[src/rtl/core/mcbq_ram.sv]
// Generic single-write, single-read synchronous RAM with a registered read port.
module mcbq_ram #(
	parameter int WIDTH = 8,
	parameter int DEPTH = 8
) (
	input  logic                                  clk,
	input  logic                                  we,
	input  logic [((DEPTH > 1) ? $clog2(DEPTH) : 1)-1:0] waddr,
	input  logic [WIDTH-1:0]                      wdata,
	input  logic                                  re,
	input  logic [((DEPTH > 1) ? $clog2(DEPTH) : 1)-1:0] raddr,
	output logic [WIDTH-1:0]                      rdata
);

	logic [WIDTH-1:0] mem [DEPTH];

	always_ff @(posedge clk) begin
		if (we) begin
			mem[waddr] <= wdata;
		end
		if (re) begin
			rdata <= mem[raddr];
		end
	end

endmodule

[config.mk]
export PLATFORM = sky130hd
export DESIGN_NAME = mcbq_ram
export DESIGN_NICKNAME = d
export VERILOG_FILES = /design/src/rtl/core/mcbq_ram.sv
export SDC_FILE = /design/constraint.sdc
export NUM_CORES = 1
export LEC_CHECK = 0
export BUFFER_PORTS_ARGS = -buffer_cell sky130_fd_sc_hd__buf_2
export CAP_MARGIN = 20
export CORE_MARGIN = 8
export CORE_UTILIZATION = 30
export DETAILED_ROUTE_END_ITERATION = 7
export PLACE_DENSITY = 0.52
export SYNTH_ARGS = -nofsm -noshare
export SYNTH_HDL_FRONTEND = slang
export SYNTH_SLANG_ARGS = --single-unit
[constraint.sdc]
create_clock -name clk -period 1.94 [get_ports clk]
set_input_delay 0.194 -clock clk [delete_from_list [all_inputs] [get_ports clk]]
set_output_delay 0.194 -clock clk [all_outputs]
set_load 0.02 [all_outputs]
* Yosys cells after proc, flatten, opt, wreduce, memory -nomap -nowiden
Memory sizes are Yosys's and may differ from the RTL's. A register that Yosys moved wholly into a read port is not among the register bits. Index checks and enable logic that the tools add are counted. Widths: inputs -> output; s select.
Word-level totals: flip-flop bits (word level) 0, RAM bits 64, input port bits 17, output and inout port bits 8, logic and storage cells 3, memories 1
Memory list:
- mem | depth 8, width 8, read ports 1, clocked after memory_dff 1, wr ports 1, RTL line 15 | logic [WIDTH-1:0] mem [DEPTH];
Cells by class: muxes and demuxes 2
Operators by type and width (number):
- $mux 1 | 2

* Logic depth before layout (Yosys ltp)
Gate-level depths: netlist of run 1.
word-level depth 2, gate-level depth with buffers 4, depth with buffers taken out 2

* Worst setup path before layout of run 1
No wires, ideal clock.
path type input to register, from in raddr[0] (netlist name), to reg rdata[1], read port of mem, data pin, library setup time 0.260 ns, data arrival time 1.217 ns, required time 1.680 ns, path slack 0.463 ns, cell stages on the path 4, buffers on the path 2, path through buf_6 > buf_12 > mux4_1 > mux2_2
RTL lines:
- from (decl) | RTL line 11 | input logic [((DEPTH > 1) ? $clog2(DEPTH) : 1)-1:0] raddr,
- to (decl) | RTL line 12 | output logic [WIDTH-1:0] rdata

==> results.rst, run 1 <==
.. list-table::
   :header-rows: 1

   * - Metric
     - Value
   * - Routed length per instance
     - between 15 and 20 um
   * - Max-slew violation count
     - 0
   * - Final setup fails
     - 0
   * - Vertical die dimension
     - 112.1 um
   * - Syn nets
     - 131
   * - Tot GR Track Use
     - about 8.3%
   * - Result of the run
     - finished clean
   * - Hold/Removal Path Class
     - in -> reg
   * - Total DRC errors in the routed layout
     - 0
   * - Via count of the first global-routing pass
     - about 1400
   * - Worst endpoint data arrival time
     - about 1.5 ns
   * - Worst max-slew margin expressed relative to the limit
     - between 70 and 80%
   * - Final Hold Violating Endpoints
     - 0
   * - DP Wirelength
     - between 3000 and 4000 um
   * - Capturing point of the worst reg2reg path
     - rdata[2]
   * - Clock buffers created by TritonCTS
     - 9
   * - Register bit count reported by yosys
     - 72
   * - Required time at the worst-slack endpoint
     - slightly above 2 ns
   * - Number of I/O pins
     - 25
   * - Maximum VDD drop
     - 0.3429 mV
   * - Achievable Freq
     - between 0.7 and 0.8 GHz
   * - Drt pass-1 iters
     - 3
   * - Global placement routability congestion
     - roughly 0.63
   * - Post-detailed-route via-to-cell ratio
     - ~4.5
   * - Min-Delay Path Depth
     - 1
   * - Overall Power
     - 2887 uW
   * - Layout overhead on the synthesized area
     - 15.85%
   * - Clock sink count
     - 72
   * - Number of max-cap violations
     - 0
   * - End of the worst hold path
     - mem[2][1]
   * - CP max stage cell
     - mux4_1
   * - Placed cell count
     - around 250
   * - Clock transition time at the flip-flop clock pins of the worst setup and hold paths
     - approximately 0.070 ns
   * - Worst-Skew Late Latency
     - 0.32 ns
   * - Synth Instances
     - around 110
   * - Post-layout util
     - 35.25%
   * - Hold path startpoint
     - wdata[1]
   * - Antenna violations before repair
     - 0
   * - Launching point of the worst reg2reg path
     - mem[3][2]
   * - Total overflow reported by the global router
     - 0
   * - Maximum buffer depth of the clock tree
     - 2
   * - Fill cell count
     - 822
   * - Commonest cells after routing, fill and taps aside
     - edfxtp_1 (72), buf_2 (24), mux4_1 (15)
   * - Global-route wire length before repair
     - around 7400 um
   * - Netlist cell types
     - 13
   * - N_diodes
     - 0
   * - Pin count of the biggest net entering global routing
     - 17
   * - Crit start category
     - register
   * - Fraction of final layout cells sized beyond drive strength 1
     - between 30% and 40%
   * - Area after DPL
     - between 0.003 and 0.004 mm2
   * - Period Utilization, post-route
     - a little under three quarters
   * - FF-to-FF setup slack
     - 0.56 ns
   * - Number of levels the H-tree was split into
     - 3
   * - Number of cells traversed by the worst register-to-register path
     - 2
   * - Sequential fraction of the synthesis area
     - 78.01%
   * - Drt first-iter violations
     - 69
   * - Areal power density over the cells
     - between 800 and 900 mW/mm2
   * - Mean cell area of the mapped netlist
     - between 20 and 25 um2
   * - Type of element capturing the critical path
     - register
   * - Critical path cell sequence
     - mux4_1 -> mux2_2
   * - Count of cells resized by post-cts repair
     - 0
   * - Crit-path max FO
     - 1
   * - Leakage power of the design
     - between 0.001 and 0.0015 uW
   * - Clock skew
     - approximately 0.0045 ns
   * - Final routed wirelength across all metal layers
     - 4877 um
   * - Count of warnings emitted by yosys
     - 0
   * - Area enclosed by the die boundary
     - 0.01257 mm2
   * - Count of hold buffers inserted by post-cts repair
     - 0
   * - Actual transition at the worst max-transition pin
     - about 0.35 ns
   * - Effective utilization at floorplan
     - a little under a third
   * - Cell area after layout
     - roughly 0.0032 mm2
   * - Number of rows created at floorplan
     - 35
   * - Unrepaired setup endpoints after global routing
     - no
   * - Antenna violation net count after detailed routing
     - 0
   * - Final non-filler cell total
     - 267
   * - Core area
     - 0.009109 mm2
   * - Buffers added on ports
     - 24
   * - Post-CTS repair timing setup buffer count
     - 0
   * - Setup TNS
     - 0 ns
   * - Total standard cell area after synthesis
     - between 0.002 and 0.003 mm2
   * - TritonCTS clock tree
     - done
   * - Nets@finish
     - 170
   * - Horizontal extent of the die
     - between 100 and 150 um
   * - Fin crit period
     - 1.382 ns
   * - Clock tree root driver cell
     - clkbuf_8
   * - Commonest non-fill, non-tap cell in the layout
     - edfxtp_1
   * - Worst setup path category
     - reg -> reg
   * - Largest stage delay on the critical path
     - around 0.5 ns
   * - Total via count in the routed design
     - between 1000 and 1500
==> worst max-delay path: cells and delay by family (launching register included) <==
kind | cells | cell delay [ns]
flip-flops | 1 | 0.37
multiplexers | 2 | 0.77
==> sequential cells by signal, indices dropped and copies added, names as in the netlist <==
register / cells
mem: 64
rdata: 8
==> report_power, final <==
part | switching, uW | internal [uW] | total, uW
Clock | 470 | 445 | 915
Sequential | 11.1 | 1780 | 1790
Combinational | 99.6 | 85.6 | 185
==> through the flow <==
| step | worst slack (ns) | hold WS [ns] |
|---|---|---|
| after floorplan | 0.4629 | 0.2929 |
| after global placement | 0.3809 | 0.4442 |
| after detailed placement | 0.3647 | 0.4675 |
| after CTS | 0.5404 | 0.1097 |
| after global routing | 0.5103 | 0.1316 |
| final | 0.5583 | 0.1316 |
==> layer usage <==
layer	up-vias	share of wire, %	global-route usage (%)
met2	26	56	15.17
met1	599	38	7.780
met5	-	0	0
met3	12	3.9	2.630
li1	563	-	-
met4	0	2.8	5.665
==> worst max path at each step <==
stage,to,startpoint,cells after the start
6_report,rdata[2],mem[3][2],2
5_1_grt,rdata[5],mem[1][5],2
4_1_cts,rdata[6],mem[0][6],2
3_5_place_dp,rdata[3],raddr[0],4
3_3_place_gp,rdata[2],raddr[0],4
2_1_floorplan,rdata[1],raddr[0],4
==> final cells by class <==
cell class / instances / area, um2 / share of cell area, %
Tap cell: 111 / 138.9 / 4.326
Clock buffer: 12 / 135.1 / 4.209
Timing Repair Buffer: 33 / 200.2 / 6.235
Clock inverter: 2 / 8.758 / 0.2728
Sequential cell: 72 / 2162 / 67.34
Multi-Input combinational cell: 37 / 565.5 / 17.61
==> logic make-up after synthesis <==
logic type / Yosys count / share of synthesized area [%]
AND/OR/NAND/NOR: 13 / 2.122
buffers and inverters: 5 / 1.580
multiplexers: 24 / 18.28
flip-flops: 72 / 78.01
==> synth_stat cells <==
| master | count | area (um2) |
|---|---|---|
| edfxtp_1 | 72 | 2162 |
| mux4_1 | 15 | 394.1 |
| mux2_2 | 8 | 90.09 |
| nor2_1 | 6 | 22.52 |
| nand2b_1 | 3 | 18.77 |
| nand2_1 | 2 | 7.510 |
| nor3_1 | 2 | 10.01 |
| buf_1 | 1 | 3.750 |
| buf_12 | 1 | 20.02 |
| buf_2 | 1 | 5.000 |
| buf_6 | 1 | 11.26 |
| clkbuf_1 | 1 | 3.750 |
| mux4_2 | 1 | 22.52 |
No activity file was read; power rests on OpenSTA's default activity.
==> run 2: changes to the inputs <==
--- a/config.mk
+++ b/config.mk
@@ -10,7 +10,7 @@
 export CORE_MARGIN = 8
 export CORE_UTILIZATION = 30
 export DETAILED_ROUTE_END_ITERATION = 7
-export PLACE_DENSITY = 0.52
+export PLACE_DENSITY = 0.54
 export SYNTH_ARGS = -nofsm -noshare
 export SYNTH_HDL_FRONTEND = slang
 export SYNTH_SLANG_ARGS = --single-unit
==> constraint.sdc (replaced) <==
create_clock -name clk -period 1.2 [get_ports clk]
set_input_delay 0.12 -clock clk [delete_from_list [all_inputs] [get_ports clk]]
set_output_delay 0.12 -clock clk [all_outputs]
set_load 0.02 [all_outputs]
==> run 2 against run 1 <==
Clock skew increased by 0.0038 ns; sequential power increased by 61%; combinational power increased by 80%; clock power increased by 120%; the run now ends with negative setup slack left; count of clock-buffer cells in the layout decreased by 3; critical path type unchanged; highest routed layer unchanged; utilization increased by 0.73 points; sequential share of layout area decreased by 1.4 points; hold slack got worse by 0.089 ns; sequential cell count unchanged; wire length increased by 1.7%; fmax about the same.
==> results.rst, run 2 (same netlist as run 1, synthesis figures left out) <==
.. list-table::
   :header-rows: 1

   * - Metric
     - Value
   * - Result of the run
     - finished with violations
   * - Violated checks
     - negative setup slack
   * - Total overflow reported by the global router
     - 0
   * - Worst setup path category
     - reg -> reg
   * - N_diodes
     - 0
   * - Switching Fraction
     - 19.83%
   * - Placement Setup Slack
     - -0.3071 ns
   * - Cell internal power dissipation
     - roughly 4200 uW
   * - Area enclosed by the die boundary
     - around 0.013 mm2
   * - Worst endpoint data arrival time
     - ~1.5 ns
   * - Final Hold Violating Endpoints
     - 0
   * - Crit-path max FO
     - 1
   * - Commonest cells after routing, fill and taps aside
     - edfxtp_1 (72), buf_2 (24), mux4_2 (15)
   * - Kind of cell adding the most delay to the critical path
     - multiplexers
   * - Total via count in the routed design
     - around 1200
   * - Global placement routability congestion
     - approximately 0.65
   * - Met1 track demand over resource
     - 9.304%
   * - Clock transition time at the flip-flop clock pins of the worst setup and hold paths
     - around 0.080 ns
   * - Clock skew
     - a little over 0.008 ns
   * - Clock network fraction of total power
     - about two fifths
   * - Antenna violations before repair
     - 0
   * - Vertical die dimension
     - approximately 110 um
   * - Tot GR Track Use
     - between 8 and 9%
   * - Type of element capturing the critical path
     - register
   * - Post-CTS repair timing setup buffer count
     - 0
   * - Effective utilization at floorplan
     - ~30%
   * - Global-route wire length before repair
     - 7562 um
   * - Horizontal extent of the die
     - 112.1 um
   * - Antenna violation net count after detailed routing
     - 0
   * - Maximum buffer depth of the clock tree
     - 2
   * - Drt first-iter violations
     - around 110
   * - Unrepaired setup endpoints after global routing
     - yes
   * - Commonest non-fill, non-tap cell in the layout
     - edfxtp_1
   * - Number of levels the H-tree was split into
     - 3
   * - Post-detailed-route via-to-cell ratio
     - between 4 and 5
   * - Worst max-slew margin expressed relative to the limit
     - between 80% and 90%
   * - Crit start category
     - register
   * - Crit path setup slack, layout
     - -0.1825 ns
   * - Clock buffers created by TritonCTS
     - 9
   * - Setup TNS
     - -1.284 ns
   * - Pin count of the biggest net entering global routing
     - 17
   * - Global route hottest layer
     - met2
   * - Final routed wirelength across all metal layers
     - 4959 um
   * - Achievable Freq
     - approximately 0.72 GHz
   * - DP Wirelength
     - between 3000 and 4000 um
   * - TritonCTS clock tree
     - done
   * - Actual transition at the worst max-transition pin
     - approximately 0.25 ns
   * - Met2 global-route usage
     - between 10% and 20%
   * - Logic gate share of total power
     - around 6.4%
   * - Final setup fails
     - 8
   * - Nets@finish
     - about 170
   * - Number of I/O pins
     - 25
   * - Area after DPL
     - around 0.003 mm2
   * - Registers with the most flip-flops
     - mem (64), rdata (8)
   * - Fraction of final layout cells sized beyond drive strength 1
     - between 40% and 50%
   * - Max-slew violation count
     - 0
   * - Part of the power in registers
     - 55.4%
   * - Routed length per instance
     - ~18 um
   * - Met3 capacity usage during global routing
     - under 10%
   * - Core area
     - just over 0.009 mm2
   * - Hold/Removal Path Class
     - in -> reg
   * - Switching power of the nets
     - around 1000 uW
   * - Required time at the worst-slack endpoint
     - 1.29 ns
   * - CP max stage cell
     - mux4_2
   * - Areal power density over the cells
     - 1592 mW/mm2
   * - Cell area after layout
     - about 0.0033 mm2
   * - Drt pass-1 iters
     - 4
   * - Fill cell count
     - ~820
   * - Fin crit period
     - between 1 and 1.5 ns
   * - Worst-Skew Late Latency
     - between 0.3 and 0.4 ns
   * - Number of flip-flops under the largest register name
     - 64
   * - Number of max-cap violations
     - 0
   * - Clock tree root driver cell
     - clkbuf_8
   * - Total DRC errors in the routed layout
     - 0
   * - Maximum VDD drop
     - 0.6841 mV
   * - Register containing the most flip-flops in the final layout
     - mem
   * - Worst-case hold slack
     - approximately 0.043 ns
   * - Clock sink count
     - 72
   * - Number of rows created at floorplan
     - 35
   * - Layout overhead on the synthesized area
     - 18.24%
   * - Buffer and inverter count on the worst path
     - 0
   * - Via count of the first global-routing pass
     - between 1000 and 1500
   * - Buffers added on ports
     - 24
   * - Period Utilization, post-route
     - 115.2%
   * - Critical path cell sequence
     - mux4_2 -> mux2_4
   * - Largest stage delay on the critical path
     - between 0.4 and 0.5 ns
   * - Leakage power of the design
     - between 0.001 and 0.0015 uW
-- run 2: power groups by stage --
stage / clock network (uW) / logic [uW] / registers, uW
floorplan: 0 / 163 / 2970
global placement: 0 / 320 / 2940
detailed placement: 0 / 330 / 2950
CTS: 2050 / 339 / 2890
global route: 2160 / 358 / 2900
finish: 1990 / 333 / 2890
-- run 2: final timing paths --
check                           cells after the start  slack (ns)   endpoint      start
worst max register to register                      2       -0.18   rdata[6]  mem[6][6]
worst min register to register                      2        0.76   rdata[2]  mem[4][2]
worst max-delay path                                2       -0.18   rdata[6]  mem[6][6]
worst min-delay path                                1        0.04  mem[6][6]   wdata[6]
-- run 2: metal layers --
| layer | vias up | part of all wire, % |
|---|---|---|
| li1 | 554 | - |
| met1 | 636 | 43 |
| met2 | 31 | 50 |
| met3 | 7 | 5.5 |
| met4 | 0 | 1.5 |
| met5 | - | 0 |
-- run 2: area by class of cell --
cell class	instances	area [um2]	area share [%]
clock inverter	7	86.33	2.635
timing repair buffer	35	240.2	7.331
sequential	72	2162	65.98
clock buffer	9	123.9	3.780
tap	111	138.9	4.238
multi-input combinational	37	525.5	16.04
-- run 2: through the flow --
stage | std cells | total power [uW] | util (%)
floorplan | 114 | 3135 | -
global placement | 255 | 3262 | 33.79
detailed placement | 255 | 3278 | 33.79
CTS | 271 | 5278 | 35.98
global route | 271 | 5421 | 35.98
finish | 271 | 5218 | 35.98
-- run 2: what timing repair did --
item | in CTS | in global routing
pin swaps | 0 | 0
endpoints found under the setup margin | 8 | 8
hold buffers | 0 | 0
gates resized for setup | 7 | 0
-- run 2: worst reg2reg max path: stages (launching register included) --
cell	delay, ns
edfxtp_1	0.38
mux4_2	0.48
mux2_4	0.28
